[config.mk]
export PLATFORM = sky130hd
export DESIGN_NAME = address_bar_codeword_generator
export DESIGN_NICKNAME = d
export VERILOG_FILES = /design/src/hw/rtl/abcg_pkg.sv /design/src/hw/rtl/abcg_step.sv /design/src/hw/rtl/address_bar_codeword_generator.sv
export SDC_FILE = /design/constraint.sdc
export NUM_CORES = 1
export LEC_CHECK = 0
export BUFFER_PORTS_ARGS = -buffer_cell sky130_fd_sc_hd__buf_2
export CAP_MARGIN = 20
export CORE_MARGIN = 2
export CORE_UTILIZATION = 31
export CTS_CLUSTER_DIAMETER = 60
export CTS_CLUSTER_SIZE = 16
export DETAILED_ROUTE_END_ITERATION = 6
export PLACE_DENSITY = 0.46
export SETUP_SLACK_MARGIN = 0.2
export SLEW_MARGIN = 20
export SYNTH_ARGS = -nofsm -noshare
export SYNTH_HDL_FRONTEND = slang
export SYNTH_SLANG_ARGS = --single-unit
[constraint.sdc]
create_clock -name aclk -period 11.6 [get_ports aclk]
set_input_delay 1.16 -clock aclk [delete_from_list [all_inputs] [get_ports aclk]]
set_output_delay 1.16 -clock aclk [all_outputs]
set_load 0.005 [all_outputs]
[src/hw/rtl/abcg_pkg.sv]
`default_nettype none

package abcg_pkg;

    localparam int unsigned ADDR_W  = 14;
    localparam int unsigned WORD_W  = 24;
    localparam int unsigned IDX_W   = 15;

    localparam logic [WORD_W-1:0] START_WORD = 24'h0003FF;
    localparam logic [10:0]       GEN_BASE   = 11'h769;
    localparam logic [12:0]       GEN_MASK0  = 13'h1FFF;
    localparam logic [10:0]       GEN_BITS   = 11'h651;

    typedef enum logic [0:0] {
        ST_IDLE,
        ST_STEP
    } abcg_state_t;

endpackage

`default_nettype wire

[src/hw/rtl/abcg_step.sv]
`default_nettype none

// One generator step: next codeword from the previous one and step index.
module abcg_step (
    input  wire logic [abcg_pkg::WORD_W-1:0] prev_word,
    input  wire logic [abcg_pkg::IDX_W-1:0]  step_idx,
    output logic      [abcg_pkg::WORD_W-1:0] next_word
);
    import abcg_pkg::*;

    logic [3:0]        tz;
    logic [3:0]        k0;
    logic [WORD_W-1:0] base_ext;
    logic [WORD_W-1:0] w;

    always_comb begin
        // trailing zero count of the index (index is never zero in use)
        tz = 4'd15;
        for (int j = IDX_W - 1; j >= 0; j--) begin
            if (step_idx[j]) begin
                tz = 4'(j);
            end
        end
    end

    // first generator bit whose mask test passes; base doubles from there on
    assign k0 = (tz >= 4'd13) ? 4'd0 : 4'd13 - tz;
    assign base_ext = {{(WORD_W-11){1'b0}}, GEN_BASE};

    always_comb begin
        w = prev_word ^ (base_ext << tz);
        for (int k = 0; k < 11; k++) begin
            if ((4'(k) >= k0) && GEN_BITS[k]
                    && ((step_idx[12:0] & (GEN_MASK0 >> k)) == 13'd0)) begin
                w = w ^ (base_ext << (4'(k) - k0));
            end
        end
    end

    assign next_word = w;

endmodule

`default_nettype wire

[src/hw/rtl/address_bar_codeword_generator.sv]
// Address-bar codeword generator.
// Input channel s_*: one word carries s_req_address. Output channel m_*: one
// word carries the codewords for that address (m_codeword_here) and for the
// next one (m_codeword_after). Both use valid/ready.
// The held codeword pair is advanced by one step of a shared step unit per
// clock. A request above the held address steps forward from the held pair,
// a request below it (or a pending recompute) restarts at index 1, and a
// request equal to a nonzero held address runs no steps.
// A word runs one step per index from its start index to address + 1:
// none for a repeated nonzero address, address + 1 after a restart. Its
// result is then loaded into the output register, and only after that is
// the next word accepted: s_ready is high only in the idle state, not
// while an item is stepped or waits for the output register. A finished
// result waits there while m_ready is low; a new word may be accepted
// meanwhile, and its result is held back until the register frees.
// Reset (aresetn low, synchronous) empties the output and sets both held
// codewords to 0x3FF, so the first request restarts from index 1.
`default_nettype none

module address_bar_codeword_generator (
    input  wire logic                          aclk,
    input  wire logic                          aresetn,
    input  wire logic                          s_valid,
    output logic                               s_ready,
    input  wire logic [abcg_pkg::ADDR_W-1:0]   s_req_address,
    output logic                               m_valid,
    input  wire logic                          m_ready,
    output logic      [abcg_pkg::WORD_W-1:0]   m_codeword_here,
    output logic      [abcg_pkg::WORD_W-1:0]   m_codeword_after
);
    import abcg_pkg::*;

    abcg_state_t       state_reg, state_next;
    logic [WORD_W-1:0] low_reg, low_next;
    logic [WORD_W-1:0] high_reg, high_next;
    logic [IDX_W-1:0]  idx_reg, idx_next;
    logic [IDX_W-1:0]  end_reg, end_next;
    logic              m_valid_reg, m_valid_next;
    logic [WORD_W-1:0] here_reg, here_next;
    logic [WORD_W-1:0] after_reg, after_next;

    logic [WORD_W-1:0] step_word;
    logic [ADDR_W-1:0] lo_addr;
    logic              hit;
    logic              out_free;

    abcg_step u_step (
        .prev_word (high_reg),
        .step_idx  (idx_reg),
        .next_word (step_word)
    );

    assign lo_addr  = low_reg[WORD_W-1:WORD_W-ADDR_W];
    assign hit      = (lo_addr == s_req_address) && (s_req_address != '0);
    assign out_free = !m_valid_reg || m_ready;

    always_ff @(posedge aclk) begin
        if (!aresetn) begin
            state_reg   <= ST_IDLE;
            low_reg     <= START_WORD;
            high_reg    <= START_WORD;
            idx_reg     <= '0;
            end_reg     <= '0;
            m_valid_reg <= 1'b0;
        end else begin
            state_reg   <= state_next;
            low_reg     <= low_next;
            high_reg    <= high_next;
            idx_reg     <= idx_next;
            end_reg     <= end_next;
            m_valid_reg <= m_valid_next;
        end
    end

    always_ff @(posedge aclk) begin
        here_reg  <= here_next;
        after_reg <= after_next;
    end

    always_comb begin
        state_next   = state_reg;
        low_next     = low_reg;
        high_next    = high_reg;
        idx_next     = idx_reg;
        end_next     = end_reg;
        here_next    = here_reg;
        after_next   = after_reg;
        m_valid_next = m_valid_reg && !m_ready;
        s_ready      = 1'b0;

        unique case (state_reg)
            ST_IDLE: begin
                s_ready = 1'b1;
                if (s_valid) begin
                    state_next = ST_STEP;
                    end_next   = {1'b0, s_req_address} + IDX_W'(1);
                    if (hit) begin
                        // held pair already answers; empty step range
                        idx_next = IDX_W'(1);
                        end_next = '0;
                    end else if ((lo_addr < s_req_address) && (high_reg != START_WORD)) begin
                        idx_next = {1'b0, high_reg[WORD_W-1:WORD_W-ADDR_W]} + IDX_W'(1);
                    end else begin
                        idx_next  = IDX_W'(1);
                        high_next = START_WORD;
                    end
                end
            end
            ST_STEP: begin
                if (idx_reg <= end_reg) begin
                    low_next  = high_reg;
                    high_next = step_word;
                    idx_next  = idx_reg + IDX_W'(1);
                end else if (out_free) begin
                    here_next    = low_reg;
                    after_next   = high_reg;
                    m_valid_next = 1'b1;
                    state_next   = ST_IDLE;
                end
            end
            default: begin
                state_next = ST_IDLE;
            end
        endcase
    end

    assign m_valid          = m_valid_reg;
    assign m_codeword_here  = here_reg;
    assign m_codeword_after = after_reg;

endmodule

`default_nettype wire

### Word level (Yosys, flattened, before mapping)

Index checks and enable logic that the tools add are counted.

* bits in registers: 128
* input bits: 18
* output and inout bits: 50
* logic and storage cells: 107

* add/sub/neg operators: 9
* order comparisons: 8
* eq/ne operators: 6
* shifts and indexed selects: 6
* muxes and demuxes: 40
* bitwise operators: 8
* reductions and logical operators: 22

Operator list (count)
* 24-bit two-way mux: 9
* 11-bit by 4-bit left shift with 24-bit output, first input constant: 6
* 24-bit XOR: 6
* 15-bit two-way mux: 5
* 13-bit zero test: 5
* 4-bit two-way mux: 14
* 24-bit case mux with 2 select lines: 1
* 14-bit by 1-bit adder with 15-bit output, second input constant: 2
* 15-bit case mux with 2 select lines: 1
* 24-bit by 10-bit != test with 1-bit output, second input constant: 1
* 15-bit by 1-bit adder with 15-bit output, second input constant: 1
* 15-bit less-or-equal comparator: 1
* 14-bit equality test: 1
* 14-bit < comparator: 1
* 14-bit nonzero test: 1
* 4-bit subtractor, first input constant: 3
* 3-bit by 4-bit greater-or-equal comparator with 1-bit output, first input constant: 2
* 4-bit greater-or-equal comparator, first input constant: 2
* 1-bit logical AND: 8
* 1-bit two-way mux: 8
* 3-bit by 4-bit subtractor with 4-bit output, first input constant: 2
* 2-bit != test, second input constant: 3
* 2-bit AND reduction: 3
* 1-bit by 4-bit greater-or-equal comparator with 1-bit output, first input constant: 1
* 10 further kinds: 12

### Longest topological paths before layout

Gate-level depths: netlist (run 1).

* depth in word-level cells: 31
* gate-level depth with buffers: 22
* mapped depth without buffers: 21

### Cells and area by module

A second synthesis (run 1) with hierarchy kept.

* cells, all modules: 1335
* area total of the unflattened synthesis: 10993.0 µm²

By module, submodules not included
* address_bar_codeword_generator: instances 1, cells each 646, area an instance 6267.3 µm², seq. area each 3042.9 µm²
* abcg_step: instances 1, cells each 689, area an instance 4725.8 µm², seq. area each 0.0 µm²

### Worst setup path after synthesis (run 1)

No wires, ideal clock.

* path kind: register to register
* start: register idx_reg[7]
* end: register high_reg[22]
* library setup time: 0.137 ns
* data arrival time: 5.867 ns
* data required time: 11.463 ns
* path slack: 5.596 ns
* cell stages (with the launch flop): 22
* path buffers: 5
* clock period less this slack: 6.004 ns
* cell sequence: dfxtp_1 > clkbuf_1 > nor2_1 > o31a_1 > a211oi_1 > inv_1 > ha_1 > nand2_1 > o21ai_0 > nor2_1 > inv_1 > ha_1 > ha_1 > clkbuf_1 > clkbuf_1 > clkbuf_1 > clkbuf_1 > nand3_1 > a21oi_1 > xor2_1 > xnor2_1 > o22ai_1

* longest elaborated chain between the ends: 24
* elaborated cells between the ends (all ways): 50
* those cells by class: 6 x add/sub; 7 x order compare; 1 x eq/ne; 6 x shift; 16 x mux; 6 x bitwise; 8 x reduce/logical

RTL lines
* start: declaration: line address_bar_codeword_generator.sv:36 `logic [IDX_W-1:0] idx_reg, idx_next;`
* start signal: assignment: line address_bar_codeword_generator.sv:69 `idx_reg <= idx_next;`
* 4-bit two-way mux (8 in series): line abcg_step.sv:20 `if (step_idx[j]) begin`
* 4-bit subtractor or 4-bit greater-or-equal comparator (tied branches): line abcg_step.sv:27 `assign k0 = (tz >= 4'd13) ? 4'd0 : 4'd13 - tz;`
* 4-bit two-way mux: line abcg_step.sv:27
* 1-bit by 4-bit subtractor with 4-bit output: line abcg_step.sv:35 `w = w ^ (base_ext << (4'(k) - k0));`
* 11-bit by 4-bit left shift with 24-bit output: line abcg_step.sv:35
* 24-bit XOR: line abcg_step.sv:35
* 24-bit two-way mux: line abcg_step.sv:33 `if ((4'(k) >= k0) && GEN_BITS[k]`
* 24-bit XOR: line abcg_step.sv:35
* 24-bit two-way mux: line abcg_step.sv:33
* 24-bit XOR: line abcg_step.sv:35
* 24-bit two-way mux: line abcg_step.sv:33
* 24-bit XOR: line abcg_step.sv:35
* 24-bit two-way mux: line abcg_step.sv:33
* 24-bit XOR: line abcg_step.sv:35
* 24-bit two-way mux: line abcg_step.sv:33
* 24-bit two-way mux: line address_bar_codeword_generator.sv:110 `if (idx_reg <= end_reg) begin`
* 24-bit case mux with 2 select lines: line address_bar_codeword_generator.sv:91 `unique case (state_reg)`
* end signal: assignment: line address_bar_codeword_generator.sv:68 `high_reg <= high_next;`
* end: declaration: line address_bar_codeword_generator.sv:35 `logic [WORD_W-1:0] high_reg, high_next;`

Parallel ways exist; a longest one is shown, timed or not. The select of a mux whose other input is x is not followed.
A chain may end at the register's enable or synchronous reset.

### Final worst setup path (run 1)

* start: register idx_reg[4]
* end: register high_reg[16]

* longest elaborated chain between the ends: 21
* elaborated cells between the ends (all ways): 48
* those cells by class: 6 x add/sub; 7 x order compare; 1 x eq/ne; 6 x shift; 13 x mux; 6 x bitwise; 9 x reduce/logical

RTL lines (line)
* 4-bit two-way mux (5 in series): abcg_step.sv:20
* 4-bit subtractor or 4-bit greater-or-equal comparator (tied branches): abcg_step.sv:27
* 4-bit two-way mux: abcg_step.sv:27
* 1-bit by 4-bit subtractor with 4-bit output: abcg_step.sv:35
* 11-bit by 4-bit left shift with 24-bit output: abcg_step.sv:35
* 24-bit XOR: abcg_step.sv:35
* 24-bit two-way mux: abcg_step.sv:33
* 24-bit XOR: abcg_step.sv:35
* 24-bit two-way mux: abcg_step.sv:33
* 24-bit XOR: abcg_step.sv:35
* 24-bit two-way mux: abcg_step.sv:33
* 24-bit XOR: abcg_step.sv:35
* 24-bit two-way mux: abcg_step.sv:33
* 24-bit XOR: abcg_step.sv:35
* 24-bit two-way mux: abcg_step.sv:33
* 24-bit two-way mux: address_bar_codeword_generator.sv:110
* 24-bit case mux with 2 select lines: address_bar_codeword_generator.sv:91

Parallel ways exist; a longest one is shown, timed or not. The select of a mux whose other input is x is not followed.

==> results of run 1 <==
==> cell type report <==
class,count,area [um^2],share of cell area [%]
clock buffer,18,429.2,3.503
clock inverter,14,157.7,1.287
inverter,67,251.5,2.053
multi-input combinational,1029,7271,59.34
sequential,128,3043,24.84
tap,455,569.3,4.647
timing repair buffer,93,530.5,4.330
==> worst max-delay path, delay by kind of cell, from the launching register on <==
| family | cells | cell delay [ps] |
|---|---|---|
| and+or+nand+nor | 5 | 1870 |
| xor gates and xnor gates | 3 | 780 |
| adders and majority gates | 3 | 1430 |
| DFF | 1 | 450 |
| AOI/OAI and AO/OA | 5 | 1820 |
| buffers and inverters | 4 | 1760 |
==> layer usage <==
metal  vias up  track usage, %
met5         -               0
met4         0           7.722
met3        73           3.433
met2       534           36.68
met1      5134           33.73
li1       4886               -
==> cell families (layout without fill, tap and decap cells) <==
group,Yosys count,after routing,synth area share [%]
and+or+nand+nor,451,451,19.95
AOI/OAI and AO/OA,336,336,21.85
buffers and inverters,152,192,5.444
xor gates and xnor gates,133,133,13.01
DFF,128,128,27.99
adders and majority gates,64,64,7.367
muxes,45,45,4.397
==> placed cells by master (no fill, tap or decap), drive strengths merged, types with 37 or more instances in the layout <==
master,instances
a21oi,69
inv,64
nand3,57
xnor2,90
mux2i,41
ha,64
buf,93
edfxtp,48
o21ai,55
nand2,128
nor3,37
nor2,118
dfxtp,80
==> metrics by stage <==
step                      instance area, um^2  util, %  hold WS [ps]  setup slack [ps]
after floorplan                         10870        -         406.4              5596
after global placement                  11650    33.72         414.7              3386
after detailed placement                11650    33.73         416.2              3333
after CTS                               12240    35.43         432.7              3274
after global routing                    12250    35.47         443.9              2953
final                                   12250    35.47         432.8              3353
==> final timing paths <==
check             start            endpoint  cells after the start
max          idx_reg[4]        high_reg[16]                     20
min          low_reg[1]  m_codeword_here[1]                      0
min reg2reg  low_reg[1]  m_codeword_here[1]                      0
max reg2reg  idx_reg[4]        high_reg[16]                     20
==> flow_summary_export.csv, run 1 <==
group,metric,value,unit
synth,yosysSeqAreaShare,27.99,%
sta,max_slew_margin,19.80,%
synth,synth_nets,1391,
global_route,overflow,0,
clock_network,clkTransAtPathRegs,70,ps
route,routedWlPerCell,24.27,um
run_status,status,"completed",
route,postRouteAntennaNets,0,
place,gp_congestion,0.9572,
route,wirelength,43780,um
sta,fin_worst_skew,15.88,ps
worst_setup_path,crit_arrival,8580,ps
layout,n_antenna_cell,0,
global_route,grt_usage,23.72,%
worst_setup_path,max_stage_delay,800,ps
synth,synth_top_area_share,14.73,%
worst_setup_path,crit_fanout,37,
synth,synth_area_leaders,"dfxtp_1, edfxtp_1, ha_1, xnor2_1, nand2_1",
layout,n_fill_cell,3583,
synth,synth_top_area_cell,"dfxtp_1",
hold_path,min_path_type,"reg -> reg",
route,top_layer,"met4",
clock_network,postCtsSetupBuffers,0,
worst_setup_path,crit_chain,"or4_1, o21ai_1, clkinv_1, ha_1, nand2_1, o21ai_0, nor2_1, ha_1, inv_1, ha_1, buf_4, inv_1, nand2_1, o21ai_0, nor3_1, a211oi_1, xnor2_1, xnor3_1, xnor3_1, a22o_1",
route,drc_errors,0,
clock_network,cts_buffer_depth,2,
route,met3_length,3485,um
route,viasPerCell,5.891,
synth,netlist_instances,1309,
sta,tns,0,ps
floorplan,core_area,34540,um^2
worst_setup_path,cp-end-kind,"register",
route,vias,10627,
floorplan,start_util,31.47,%
layout,area_delta_synth_final,12.71,%
worst_setup_path,crit_type,"reg -> reg",
sta,fmax,121.3,MHz
synth,yosysUniqueCellTypes,89,
worst_setup_path,cpMaxStageDelayCell,"or4_1",
place,dp_cells,1772,
global_route,antenna_found_initial,0,
worst_setup_path,r2r_slack,3350,ps
global_route,grt_pass1_vias,9955,
layout,drive_above_1_share,12.01,%
synth,ys_warn_count,0,
layout,final_cells,1804,
clock_network,h-tree-depth,4,
floorplan,die-area,36580,um^2
route,wl_met1,19890,um
run,maxCapViolCount,0,
synth,synth_flop_cell,"dfxtp_1",
worst_setup_path,startpoint_type,"register",
sta,setup_viol,0,
clock_network,cts-resized-gates,0,
sta,fin_crit_sh,71.09,%
floorplan,rows,68,
synth,syn_avg_cell_area,8.304,um^2
synth,synth-edff-count,48,
place,dpl.hpwl,31560,um
route,firstDrtPassIters,6,
layout,nets,1418,
sta,min_period,8247,ps
worst_setup_path,cp.required,11930,ps
place,io_buffers,67,
sta,rsz0062_at_grt,"false",
route,drtIter0Drc,1132,
worst_setup_path,cpMostUsedCell,"ha_1",
clock_network,cts.sinks,128,
synth,syn_area,10870,um^2
clock_network,cts_hold_buf,0,
floorplan,ioPinCount,68,
synth,synth_top_cells_by_count,"nand2_1, nor2_1, xnor2_1, dfxtp_1, clkbuf_1",
clock_network,numCtsBuffers,17,
clock_network,clk_latency,430,ps
clock_network,cts_tree,"done",
floorplan,die_x,191.3,um
sta,final-max-slew-violation-count,0,
synth,ys_seq_elements,128,
clock_network,clockRootBuffer,"clkbuf_16",
global_route,grt_first_pass_wirelength,64760,um
synth,ys_async_sr_fraction,0,%
route,wl_met2,19280,um
synth,synth_most_common_cell,"nand2_1",
sta,final_hold_viol_count,0,
global_route,grt_start_max_net_pins,47,
sta,worst_pin_slew,1203,ps
floorplan,fp.dieH,191.3,um
Power of run 1 is left out: the tool's default activity adds up to more than one toggle a clock period on the data nets, which glitch-free logic cannot reach.
==> inputs of run 2 (changes only) <==
--- a/config.mk
+++ b/config.mk
@@ -5,6 +5,7 @@
 export SDC_FILE = /design/constraint.sdc
 export NUM_CORES = 1
 export LEC_CHECK = 0
+export ABC_AREA = 1
 export BUFFER_PORTS_ARGS = -buffer_cell sky130_fd_sc_hd__buf_2
 export CAP_MARGIN = 20
 export CORE_MARGIN = 2
==> constraint.sdc (replaced) <==
create_clock -name aclk -period 8.5 [get_ports aclk]
set_input_delay 0.85 -clock aclk [delete_from_list [all_inputs] [get_ports aclk]]
set_output_delay 0.85 -clock aclk [all_outputs]
set_load 0.005 [all_outputs]
==> flow_summary_export.csv, run 2 <==
group,metric,value,unit
run_status,status,"completed",
layout,n_antenna_cell,0,
synth,synthXorXnorAreaFrac,5.146,%
sta,fmax,166.3,MHz
synth,synth-simple-area-share,36.32,%
route,wl_met1,20490,um
clock_network,cts_hold_buf,0,
floorplan,rows,69,
route,wirelength,44170,um
floorplan,die-area,37700,um^2
synth,synth_top_cells_by_count,"nand2_1, inv_1, nand3_1, nor2_1, a21oi_1",
layout,mostFrequentLayoutCell,"nand2_1",
global_route,overflow,0,
sta,setup_viol,0,
synth,synth_top_family_by_area,"simple AND/OR/NAND/NOR gates",
global_route,grt_pass1_vias,10728,
sta,worst_hold_slack,429.7,ps
route,wl_met2,20240,um
sta,fin_worst_skew,11.78,ps
worst_setup_path,cpMaxStageDelayCell,"nor4_2",
route,firstDrtPassIters,5,
sta,max_slew_margin,36.27,%
clock_network,h-tree-depth,4,
layout,mostFrequentLayoutCells,"nand2_1, inv_1, nand3_1",
clock_network,numCtsBuffers,17,
synth,synth_mux_area_share,0,%
floorplan,fp.dieH,194.2,um
clock_network,cts_tree,"done",
synth,yosysSeqAreaShare,27.15,%
synth,synth_top_area_share,17.28,%
place,pre_cts_slack,2612,ps
synth,synth_flop_cell,"dfxtp_1",
synth,ys_async_sr_fraction,0,%
layout,seqCellArea,3043,um^2
hold_path,min_path_type,"reg -> reg",
sta,final_hold_viol_count,0,
layout,final_core_util,35.35,%
clock_network,cts.sinks,128,
layout,multi_input_area,6915,um^2
worst_setup_path,crit_fanout,17,
layout,drive_above_1_share,9.890,%
synth,ys_warn_count,0,
sta,rsz0062_at_grt,"false",
clock_network,postCtsSetupBuffers,0,
global_route,grt_first_pass_wirelength,67050,um
sta,tns,0,ps
clock_network,cts_buffer_depth,2,
place,dpl.hpwl,35680,um
synth,synth-edff-count,48,
worst_setup_path,max_stage_delay,870,ps
synth,netlist_instances,1758,
synth,synth_adder_area_share,7.144,%
route,met3_length,2060,um
synth,syn_avg_cell_area,6.376,um^2
layout,area_delta_synth_final,12.17,%
synth,ys_seq_elements,128,
route,viasPerCell,5.075,
worst_setup_path,startpoint_type,"register",
synth,synth_most_common_cell,"nand2_1",
sta,final-max-slew-violation-count,0,
clock_network,cts-resized-gates,0,
route,vias,11576,
route,routedWlPerCell,19.36,um
synth,synth_top_area_cell,"nand2_1",
synth,synth_area_leaders,"nand2_1, dfxtp_1, edfxtp_1, inv_1, ha_1",
floorplan,core_area,35570,um^2
route,postRouteAntennaNets,0,
worst_setup_path,cp.required,8790,ps
layout,nets,1889,
layout,n_fill_cell,3898,
synth,syn_area,11210,um^2
clock_network,clockRootBuffer,"clkbuf_16",
route,drc_errors,0,
synth,yosysUniqueCellTypes,57,
global_route,grt_start_max_net_pins,48,
synth,synth_compound_area_share,13.01,%
place,io_buffers,67,
route,drtIter0Drc,840,
sta,fin_crit_sh,70.75,%
sta,worst_slack,2487,ps
clock_network,clkTransAtPathRegs,60,ps
floorplan,die_x,194.2,um
sta,worst_pin_slew,948.0,ps
synth,synth_nets,1840,
worst_setup_path,cp-end-kind,"register",
run,maxCapViolCount,0,
worst_setup_path,crit_type,"reg -> reg",
sta,min_period,6013,ps
global_route,antenna_found_initial,0,
place,gp_congestion,0.9853,
worst_setup_path,cpMostUsedCell,"nand2_1",
floorplan,ioPinCount,68,
global_route,grt_usage,23.35,%
route,top_layer,"met4",
clock_network,clk_latency,430,ps
floorplan,start_util,31.51,%
worst_setup_path,crit_arrival,6310,ps
-- run 2: cell count changes after synthesis, moves of 24 or more --
cell      delta
mux2i_1     -41
clkbuf_1    -36
nand2_1    +389
xnor2_1     -73
a21oi_1     +32
nand3_1     +97
inv_1      +198
nor3_1      -24
o21ai_0     +39
-- run 2: final timing paths --
kind / start / end / slack, ps / cells after the start
setup / recovery: idx_reg[10] / high_reg[17] / 2490 / 25
setup reg to reg: idx_reg[10] / high_reg[17] / 2490 / 25
hold reg to reg: low_reg[8] / m_codeword_here[8] / 430 / 0
hold / removal: low_reg[8] / m_codeword_here[8] / 430 / 0
-- run 2: metrics by stage --
stage	area (um^2)	std cells
CTS	12570	2281
detailed placement	11990	2249
floorplan	11210	1758
global route	12570	2281
global placement	11980	2248
finish	12570	2281
-- run 2: routing by layer --
metal | global-route usage, % | vias to the layer above
met5 | 0 | -
met4 | 7.856 | 0
met3 | 2.279 | 65
met2 | 38.26 | 356
met1 | 32.07 | 5343
li1 | - | 5812
-- run 2: logic make-up (layout without fill, tap and decap cells) --
| family | Yosys count | in the layout |
|---|---|---|
| AOI/OAI and AO/OA | 260 | 260 |
| xor gates and xnor gates | 65 | 65 |
| adders and majority gates | 64 | 64 |
| buffers and inverters | 326 | 388 |
| DFF | 128 | 128 |
| and+or+nand+nor | 915 | 915 |
-- run 2: area by class of cell --
cell class | count | share of cell area (%)
clock inverter | 13 | 1.214
clock buffer | 19 | 3.443
sequential | 128 | 24.20
tap | 461 | 4.588
multi-input combinational | 1304 | 55.00
inverter | 280 | 8.379
timing repair buffer | 76 | 3.174
-- run 2: worst max-delay path: cells and delay by family, from the launching register on --
kind            cells  cell delay, ps
simple gates       16            3320
flops               1             360
fa+ha+maj           2             730
compound gates      2             330
buf+inv             5            1100
Power of run 2 is left out for the same reason.
